**src/rtl/core/assert_macros.svh**
```systemverilog
// assertion helpers used by blafr_ctrl
`ifndef ASSERT_MACROS_SVH
`define ASSERT_MACROS_SVH

// checked at every rising clock edge, reset included
`define ASSERT_ALWAYS(label, clk, prop, msg) \
    label: assert property (@(posedge clk) (prop)) else $error(msg);

// checked only outside reset
`define ASSERT_ACTIVE(label, clk, rst_n, prop, msg) \
    label: assert property (@(posedge clk) disable iff (!rst_n) (prop)) else $error(msg);

`endif

```
**src/rtl/core/blafr_pkg.sv**
```systemverilog
`timescale 1ns / 1ps

package blafr_pkg;

    // default list capacity
    localparam int DEF_CAPACITY = 16;

    // operation codes
    localparam logic [1:0] FN_APPEND = 2'd0;
    localparam logic [1:0] FN_REMOVE = 2'd1;
    localparam logic [1:0] FN_FIND   = 2'd2;
    localparam logic [1:0] FN_NOP    = 2'd3;

    // status codes
    localparam logic [2:0] STAT_OK       = 3'd0;
    localparam logic [2:0] STAT_FULL     = 3'd1;
    localparam logic [2:0] STAT_EMPTY    = 3'd2;
    localparam logic [2:0] STAT_RANGE    = 3'd3;
    localparam logic [2:0] STAT_NOTFOUND = 3'd4;

    typedef enum logic [1:0] {
        S_IDLE,
        S_SHIFT,
        S_SCAN,
        S_DONE
    } state_t;

    typedef struct packed {
        logic [2:0] status;
        logic [3:0] found_index;
        logic [4:0] count;
    } result_t;

endpackage

```
**src/rtl/core/bounded_list_append_remove_find_unit.sv**
```systemverilog
`timescale 1ns / 1ps
// fixed-capacity list of signed 32-bit words with a fill count
// input channel (in_valid/in_ready): func, value, position; one item per operation
//   append puts value at the end, remove deletes the entry at position and moves
//   later entries down, find returns the lowest index holding value
// output channel (out_valid/out_ready): status, found_index, count; one item per input
// the words sit in a one-read one-write memory with a registered read port
// path from acceptance to out_valid, through the result state and the output register:
//   append, error cases, unused code, find on an empty list: straight to the result
//   remove: each later word is read and written one slot lower, then the count steps down
//   find: one memory read per compared word, until a hit or the end of the list
// one item is worked at a time; the next is taken once the result leaves the
// controller, so the throughput is set by the memory sweep of remove and find
// a finished item waits in the output register while the next one is taken;
// when out_ready stays low and a second result is ready, the controller holds it
// and in_ready stays low until the output register frees up
// reset clears the fill count and the handshake state; memory contents are not
// cleared, entries at or past the count are never used

module bounded_list_append_remove_find_unit
    import blafr_pkg::*;
#(
    parameter int CAPACITY = DEF_CAPACITY
) (
    input  logic               clk,
    input  logic               rst_n,
    // input items
    input  logic               in_valid,
    output logic               in_ready,
    input  logic [1:0]         func,
    input  logic signed [31:0] value,
    input  logic [3:0]         position,
    // result items
    output logic               out_valid,
    input  logic               out_ready,
    output logic [2:0]         status,
    output logic [3:0]         found_index,
    output logic [4:0]         count
);

    // index into the word store, at least one bit
    localparam int IDX_W = (CAPACITY > 1) ? $clog2(CAPACITY) : 1;
    // fill count must also hold CAPACITY itself
    localparam int CNT_W = $clog2(CAPACITY + 1);

    logic              res_valid;
    logic              res_take;
    result_t           res;
    logic              mem_we;
    logic [IDX_W-1:0]  mem_waddr;
    logic [31:0]       mem_wdata;
    logic [IDX_W-1:0]  mem_raddr;
    logic [31:0]       mem_rdata;

    logic              out_valid_reg, out_valid_next;
    result_t           out_res_reg;

    // sequencer: append, remove shift and find scan
    blafr_ctrl #(
        .CAPACITY (CAPACITY),
        .IDX_W    (IDX_W),
        .CNT_W    (CNT_W)
    ) u_ctrl (
        .clk         (clk),
        .rst_n       (rst_n),
        .in_valid    (in_valid),
        .in_ready    (in_ready),
        .in_func     (func),
        .in_value    (value),
        .in_position (position),
        .res_valid   (res_valid),
        .res_take    (res_take),
        .res         (res),
        .mem_we      (mem_we),
        .mem_waddr   (mem_waddr),
        .mem_wdata   (mem_wdata),
        .mem_raddr   (mem_raddr),
        .mem_rdata   (mem_rdata)
    );

    // word store
    blafr_ram #(
        .DEPTH  (CAPACITY),
        .ADDR_W (IDX_W),
        .DATA_W (32)
    ) u_ram (
        .clk   (clk),
        .we    (mem_we),
        .waddr (mem_waddr),
        .wdata (mem_wdata),
        .raddr (mem_raddr),
        .rdata (mem_rdata)
    );

    // output register takes a result when empty or being drained
    assign res_take = !out_valid_reg || out_ready;

    always_comb
    begin
        out_valid_next = out_valid_reg;
        if (res_valid && res_take)
        begin
            out_valid_next = 1'b1;
        end
        else if (out_ready)
        begin
            out_valid_next = 1'b0;
        end
    end

    always_ff @(posedge clk or negedge rst_n)
    begin
        if (!rst_n)
        begin
            out_valid_reg <= 1'b0;
        end
        else
        begin
            out_valid_reg <= out_valid_next;
        end
    end

    // payload needs no reset
    always_ff @(posedge clk)
    begin
        if (res_valid && res_take)
        begin
            out_res_reg <= res;
        end
    end

    assign out_valid   = out_valid_reg;
    assign status      = out_res_reg.status;
    assign found_index = out_res_reg.found_index;
    assign count       = out_res_reg.count;

endmodule

```
**src/rtl/core/blafr_ram.sv**
```systemverilog
`timescale 1ns / 1ps

module blafr_ram
    import blafr_pkg::*;
#(
    parameter int DEPTH  = DEF_CAPACITY,
    parameter int ADDR_W = 4,
    parameter int DATA_W = 32
) (
    input  logic              clk,
    input  logic              we,
    input  logic [ADDR_W-1:0] waddr,
    input  logic [DATA_W-1:0] wdata,
    input  logic [ADDR_W-1:0] raddr,
    output logic [DATA_W-1:0] rdata
);

    logic [DATA_W-1:0] mem [DEPTH];

    always_ff @(posedge clk)
    begin
        if (we)
        begin
            mem[waddr] <= wdata;
        end
    end

    always_ff @(posedge clk)
    begin
        rdata <= mem[raddr];
    end

endmodule

```
**src/rtl/core/blafr_ctrl.sv**
```systemverilog
`timescale 1ns / 1ps

module blafr_ctrl
    import blafr_pkg::*;
#(
    parameter int CAPACITY = DEF_CAPACITY,
    parameter int IDX_W    = 4,
    parameter int CNT_W    = 5
) (
    input  logic              clk,
    input  logic              rst_n,
    // request side
    input  logic              in_valid,
    output logic              in_ready,
    input  logic [1:0]        in_func,
    input  logic [31:0]       in_value,
    input  logic [3:0]        in_position,
    // result side
    output logic              res_valid,
    input  logic              res_take,
    output result_t           res,
    // memory port
    output logic              mem_we,
    output logic [IDX_W-1:0]  mem_waddr,
    output logic [31:0]       mem_wdata,
    output logic [IDX_W-1:0]  mem_raddr,
    input  logic [31:0]       mem_rdata
);

`include "assert_macros.svh"

    localparam int CMP_W     = (CNT_W > 4) ? CNT_W : 4;
    localparam int IDX_EXT_W = (IDX_W > 4) ? IDX_W : 4;
    localparam int CNT_EXT_W = (CNT_W > 5) ? CNT_W : 5;

    state_t             state_reg, state_next;
    logic [CNT_W-1:0]   count_reg, count_next;
    logic [CNT_W-1:0]   ptr_reg, ptr_next;
    logic               pend_reg, pend_next;
    logic [IDX_W-1:0]   pend_idx_reg, pend_idx_next;
    logic [31:0]        value_reg, value_next;
    logic [2:0]         stat_reg, stat_next;
    logic [3:0]         fidx_reg, fidx_next;

    logic               cnt_zero;
    logic               cnt_full;
    logic               pos_bad;
    logic [CMP_W-1:0]   pos_cmp;
    logic               more;
    logic               hit;
    logic [CNT_W-1:0]   ptr_dec;
    logic [IDX_EXT_W-1:0] idx_ext;
    logic [CNT_EXT_W-1:0] cnt_ext;

    assign cnt_zero = (count_reg == '0);
    assign cnt_full = (count_reg >= CNT_W'(CAPACITY));
    assign pos_cmp  = CMP_W'(in_position);
    assign pos_bad  = (pos_cmp >= CMP_W'(count_reg));
    assign more     = (ptr_reg < count_reg);
    assign hit      = pend_reg && (mem_rdata == value_reg);
    assign ptr_dec  = ptr_reg - CNT_W'(1);
    assign idx_ext  = IDX_EXT_W'(pend_idx_reg);
    assign cnt_ext  = CNT_EXT_W'(count_reg);

    // next state
    always_comb
    begin
        state_next = state_reg;
        unique case (state_reg)
            S_IDLE:
            begin
                if (in_valid)
                begin
                    unique case (in_func)
                        FN_APPEND: state_next = S_DONE;
                        FN_REMOVE: state_next = (cnt_zero || pos_bad) ? S_DONE : S_SHIFT;
                        FN_FIND:   state_next = cnt_zero ? S_DONE : S_SCAN;
                        FN_NOP:    state_next = S_DONE;
                    endcase
                end
            end
            S_SHIFT:
            begin
                if (!more && !pend_reg)
                begin
                    state_next = S_DONE;
                end
            end
            S_SCAN:
            begin
                if (hit || !more)
                begin
                    state_next = S_DONE;
                end
            end
            S_DONE:
            begin
                if (res_take)
                begin
                    state_next = S_IDLE;
                end
            end
        endcase
    end

    // datapath and outputs
    always_comb
    begin
        in_ready      = 1'b0;
        res_valid     = 1'b0;
        mem_we        = 1'b0;
        mem_waddr     = count_reg[IDX_W-1:0];
        mem_wdata     = in_value;
        mem_raddr     = ptr_reg[IDX_W-1:0];
        count_next    = count_reg;
        ptr_next      = ptr_reg;
        pend_next     = 1'b0;
        pend_idx_next = pend_idx_reg;
        value_next    = value_reg;
        stat_next     = stat_reg;
        fidx_next     = fidx_reg;
        unique case (state_reg)
            S_IDLE:
            begin
                in_ready   = 1'b1;
                value_next = in_value;
                fidx_next  = '0;
                if (in_valid)
                begin
                    unique case (in_func)
                        FN_APPEND:
                        begin
                            if (cnt_full)
                            begin
                                stat_next = STAT_FULL;
                            end
                            else
                            begin
                                mem_we     = 1'b1;
                                count_next = count_reg + CNT_W'(1);
                                stat_next  = STAT_OK;
                            end
                        end
                        FN_REMOVE:
                        begin
                            if (cnt_zero)
                            begin
                                stat_next = STAT_EMPTY;
                            end
                            else if (pos_bad)
                            begin
                                stat_next = STAT_RANGE;
                            end
                            else
                            begin
                                stat_next = STAT_OK;
                                ptr_next  = CNT_W'(pos_cmp + CMP_W'(1));
                            end
                        end
                        FN_FIND:
                        begin
                            stat_next = STAT_NOTFOUND;
                            ptr_next  = '0;
                        end
                        FN_NOP:
                        begin
                            stat_next = STAT_OK;
                        end
                    endcase
                end
            end
            S_SHIFT:
            begin
                // write back the word read last cycle one slot lower
                if (pend_reg)
                begin
                    mem_we    = 1'b1;
                    mem_waddr = pend_idx_reg;
                    mem_wdata = mem_rdata;
                end
                if (more)
                begin
                    pend_next     = 1'b1;
                    pend_idx_next = ptr_dec[IDX_W-1:0];
                    ptr_next      = ptr_reg + CNT_W'(1);
                end
                else if (!pend_reg)
                begin
                    count_next = count_reg - CNT_W'(1);
                end
            end
            S_SCAN:
            begin
                if (hit)
                begin
                    stat_next = STAT_OK;
                    fidx_next = idx_ext[3:0];
                end
                else if (more)
                begin
                    pend_next     = 1'b1;
                    pend_idx_next = ptr_reg[IDX_W-1:0];
                    ptr_next      = ptr_reg + CNT_W'(1);
                end
            end
            S_DONE:
            begin
                res_valid = 1'b1;
            end
        endcase
    end

    assign res.status      = stat_reg;
    assign res.found_index = fidx_reg;
    assign res.count       = cnt_ext[4:0];

    always_ff @(posedge clk or negedge rst_n)
    begin
        if (!rst_n)
        begin
            state_reg <= S_IDLE;
            count_reg <= '0;
            pend_reg  <= 1'b0;
        end
        else
        begin
            state_reg <= state_next;
            count_reg <= count_next;
            pend_reg  <= pend_next;
        end
    end

    always_ff @(posedge clk)
    begin
        ptr_reg      <= ptr_next;
        pend_idx_reg <= pend_idx_next;
        value_reg    <= value_next;
        stat_reg     <= stat_next;
        fidx_reg     <= fidx_next;
    end

    `ASSERT_ALWAYS(a_count_bound, clk, count_reg <= CNT_W'(CAPACITY),
        "fill count above capacity")
    `ASSERT_ACTIVE(a_append_addr, clk, rst_n,
        (mem_we && state_reg == S_IDLE) |-> (count_next == count_reg + CNT_W'(1)),
        "append write without count step")
    `ASSERT_ACTIVE(a_done_count_hold, clk, rst_n,
        state_reg == S_DONE |=> $stable(count_reg),
        "count moved while result pending")
    `ASSERT_ACTIVE(a_shift_in_range, clk, rst_n,
        (state_reg == S_SHIFT && pend_reg) |->
            (CNT_W'(pend_idx_reg) + CNT_W'(1) < count_reg),
        "shift write outside live entries")

endmodule
```
**config.mk**
```make
export PLATFORM = sky130hd
export DESIGN_NAME = bounded_list_append_remove_find_unit
export DESIGN_NICKNAME = d
export VERILOG_FILES = /design/src/rtl/core/blafr_pkg.sv /design/src/rtl/core/bounded_list_append_remove_find_unit.sv /design/src/rtl/core/blafr_ram.sv /design/src/rtl/core/blafr_ctrl.sv
export VERILOG_INCLUDE_DIRS = /design/src /design/src/rtl/core
export SDC_FILE = /design/constraint.sdc
export NUM_CORES = 1
export LEC_CHECK = 0
export BUFFER_PORTS_ARGS = -buffer_cell sky130_fd_sc_hd__buf_4
export CORE_UTILIZATION = 62
export DETAILED_ROUTE_END_ITERATION = 12
export GPL_TIMING_DRIVEN = 1
export PLACE_DENSITY = 0.77
export SLEW_MARGIN = 20
export SYNTH_ARGS = -nofsm -noshare
export SYNTH_HDL_FRONTEND = slang
export SYNTH_SLANG_ARGS = --single-unit
```
**constraint.sdc**
```tcl
create_clock -name clk -period 4.74 [get_ports clk]
set_input_delay 0.711 -clock clk [delete_from_list [all_inputs] [get_ports clk]]
set_output_delay 0.711 -clock clk [all_outputs]
set_load 0.1 [all_outputs]
```
==> results.toml <==
[critical_path]
crit_type = "reg -> reg"
rrSetupSlack_ps = 920
crit_family = "simple AND/OR/NAND/NOR gates"
r2r-start = "u_ctrl.state_reg[1]"
cp_max_fo = 32
critPathLaunchType = "flip-flop"
required_ps = 4960
critPathBufInv = 2
reg2regPathDepth = 7
slowest_delay_ps = 800
crit_arrival_ps = 4030
end_kind = "flip-flop"
crit_chain = "inv_1 -> ha_1 -> and2_1 -> nor4_1 -> a32oi_1 -> buf_2 -> nor2_4"
timing.rr.end = "u_ram.mem[10][9]"
cp_slowest_cell = "nor4_1"

[layout]
largest_reg_flops = 512
fin_cells = 1742
layout_commonest_cell = "edfxtp_1"
syn2layout_area_growth_pct = 12.8
final_cell_mix = "572 x edfxtp_1, 160 x mux4_2, 79 x buf_4"
drive_above_1_share = 0.283
n_antenna_cell = 0
nets = 1249

[logic_synthesis]
synth_fp_nets = 1150
syn_area_sq_mm = 0.0239
yosysTopAreaCell = "edfxtp_1"
synth_edf_count = 572
yosys.area.top_type_share = 0.720
ys_seq_area_frac = 0.756
syn-instance-count = 1083
async_flop_share = 0.0147
ys.flop_type = "edfxtp_1"
ys_warn_count = 0
syn-mean-instance-area_sq_um = 22.0
yosysUniqueCellTypes = 41
ys_top_cells_by_area = "edfxtp_1 72%, mux4_2 15%, dfxtp_1 2.7%"
ys_ff_latch = 613

[global_routing]
grt_pass1_vias = 11451
antenna_found_initial = 1
grt_pass1_wl_um = 76200
grt_max_degree = 133
globalRoute.totalOverflow = 0
grt_use_total = 0.276

[sta]
period_share = 0.805
timing.slew.headroom = 0.278
rsz0062_at_grt = "no"
skew_ps = 27.6
tightest_slew_ps = 1080
fmaxAchievable_mhz = 262
hold_viol_final = 0
drv_slew = 0
min_period_ps = 3820
finalSetupViolations = 0
finalSetupTns_ps = 0

[detailed_routing]
dr.pass1.iters = 5
drtIter0Drc = 1371
wirelength_um = 51400
vias = 11504
vias_per_cell = 6.60
wl_per_cell_um = 29.5
ant_nets = 0
drc_errors = 0

[clock_network]
cts_inserted_buffers = 58
clockBufferDepth = 3
clk_pin_slew_worst_paths_ps = 60
cts_root_buf = "clkbuf_16"
postCtsSetupBuffers = 0
htreeDepth = 2
clock_sink_count = 613
cts_tree = "yes"
worstSkewPairLatency_ps = 610

[hold_path]
whs_endpoint = "u_ctrl.value_reg[22]"
worstHoldStart = "value[22]"
worstHoldPathCells = 1
min-delay-path-class = "in -> reg"

[floorplanning]
die_w_um = 198
ioPinCount = 56
die_h_um = 198
start_util = 0.632
die_area_sq_mm = 0.0393
core.rowCount = 71
core_area_sq_mm = 0.0378

[power_and_ir_drop]
power.density_mw_per_mm2 = 607
p_leak_nw = 8.64
ir_drop_mv = 0.419

[placed_design]
place_inst = 1630
post-dp-hpwl_um = 32800
numPortBuffers = 55
place_congestion = 0.919

[outcome]
status = "completed"

[flow_run]
maxCapViolCount = 0
## power breakdown
part           internal [mW]  switching (mW)
logic                   2.05            2.87
clock network           2.58            1.93
registers               6.59           0.313
## metrics by stage
stage	worst slack, ps	total power [mW]	instance area [sq um]	utilization	hold WS (ps)
4_1_cts	1020	16.4	26900	0.712	264
2_1_floorplan	586	10.4	23900	-	400
3_5_place_dp	929	11.9	25000	0.663	405
3_3_place_gp	1040	11.8	25000	0.663	401
6_report	924	16.3	26900	0.713	287
5_1_grt	726	16.9	26900	0.713	270
## cells in the mapped netlist, types with 9 or more instances
library cell,number
clkbuf_1,21
o21ai_1,9
mux2_1,34
buf_6,9
a21oi_1,9
mux4_2,160
nand4_1,14
ha_1,24
nor2_1,26
xnor2_1,37
inv_1,14
nand2_1,18
dfrtp_1,9
edfxtp_1,572
dfxtp_1,32
## area by class of cell
cell class | count | area (sq um)
clock buffer | 87 | 1620
clock inverter | 22 | 226
fill | 2150 | 10800
inverter | 18 | 67.6
multi-input combinational | 406 | 5640
sequential | 613 | 18000
tap | 511 | 639
timing repair buffer | 85 | 676
## repair_timing
item	in CTS	in global routing
endpoints found under the hold margin	9	0
hold buffers	1	0
resized for setup	0	0
## logic make-up (layout without fill, tap and decap cells)
| family | Yosys count | in the layout | share of synthesized area |
|---|---|---|---|
| flip-flops | 613 | 613 | 0.756 |
| AND/OR/NAND/NOR | 99 | 99 | 0.0211 |
| buffers and inverters | 64 | 212 | 0.0135 |
| AO/OA/AOI/OAI | 40 | 40 | 0.0105 |
| adder cells (fa/ha/maj) | 25 | 25 | 0.0134 |
| XOR/XNOR | 44 | 44 | 0.0162 |
| multiplexers | 198 | 198 | 0.169 |
## metal layers
| metal | track usage | part of all wire | vias up | routed length, um |
|---|---|---|---|---|
| li1 | - | - | 4717 | - |
| met1 | 0.431 | 0.41 | 6001 | 20900 |
| met2 | 0.412 | 0.47 | 714 | 24200 |
| met3 | 0.0475 | 0.10 | 72 | 5230 |
| met4 | 0.0741 | 0.021 | 0 | 1100 |
| met5 | 0 | 0 | - | 0 |
## worst max-delay path by stage
| stage | start | to | cells after the start |
|---|---|---|---|
| global placement | func[1] | u_ram.mem[11][5] | 8 |
| global route | u_ctrl.state_reg[1] | u_ram.mem[10][8] | 7 |
| detailed placement | func[1] | u_ram.mem[12][7] | 8 |
| CTS | u_ctrl.state_reg[1] | u_ram.mem[10][30] | 6 |
| finish | u_ctrl.state_reg[1] | u_ram.mem[10][9] | 7 |
| floorplan | u_ctrl.state_reg[0] | u_ram.mem[1][0] | 6 |
Power figures use the tool's default switching activity.
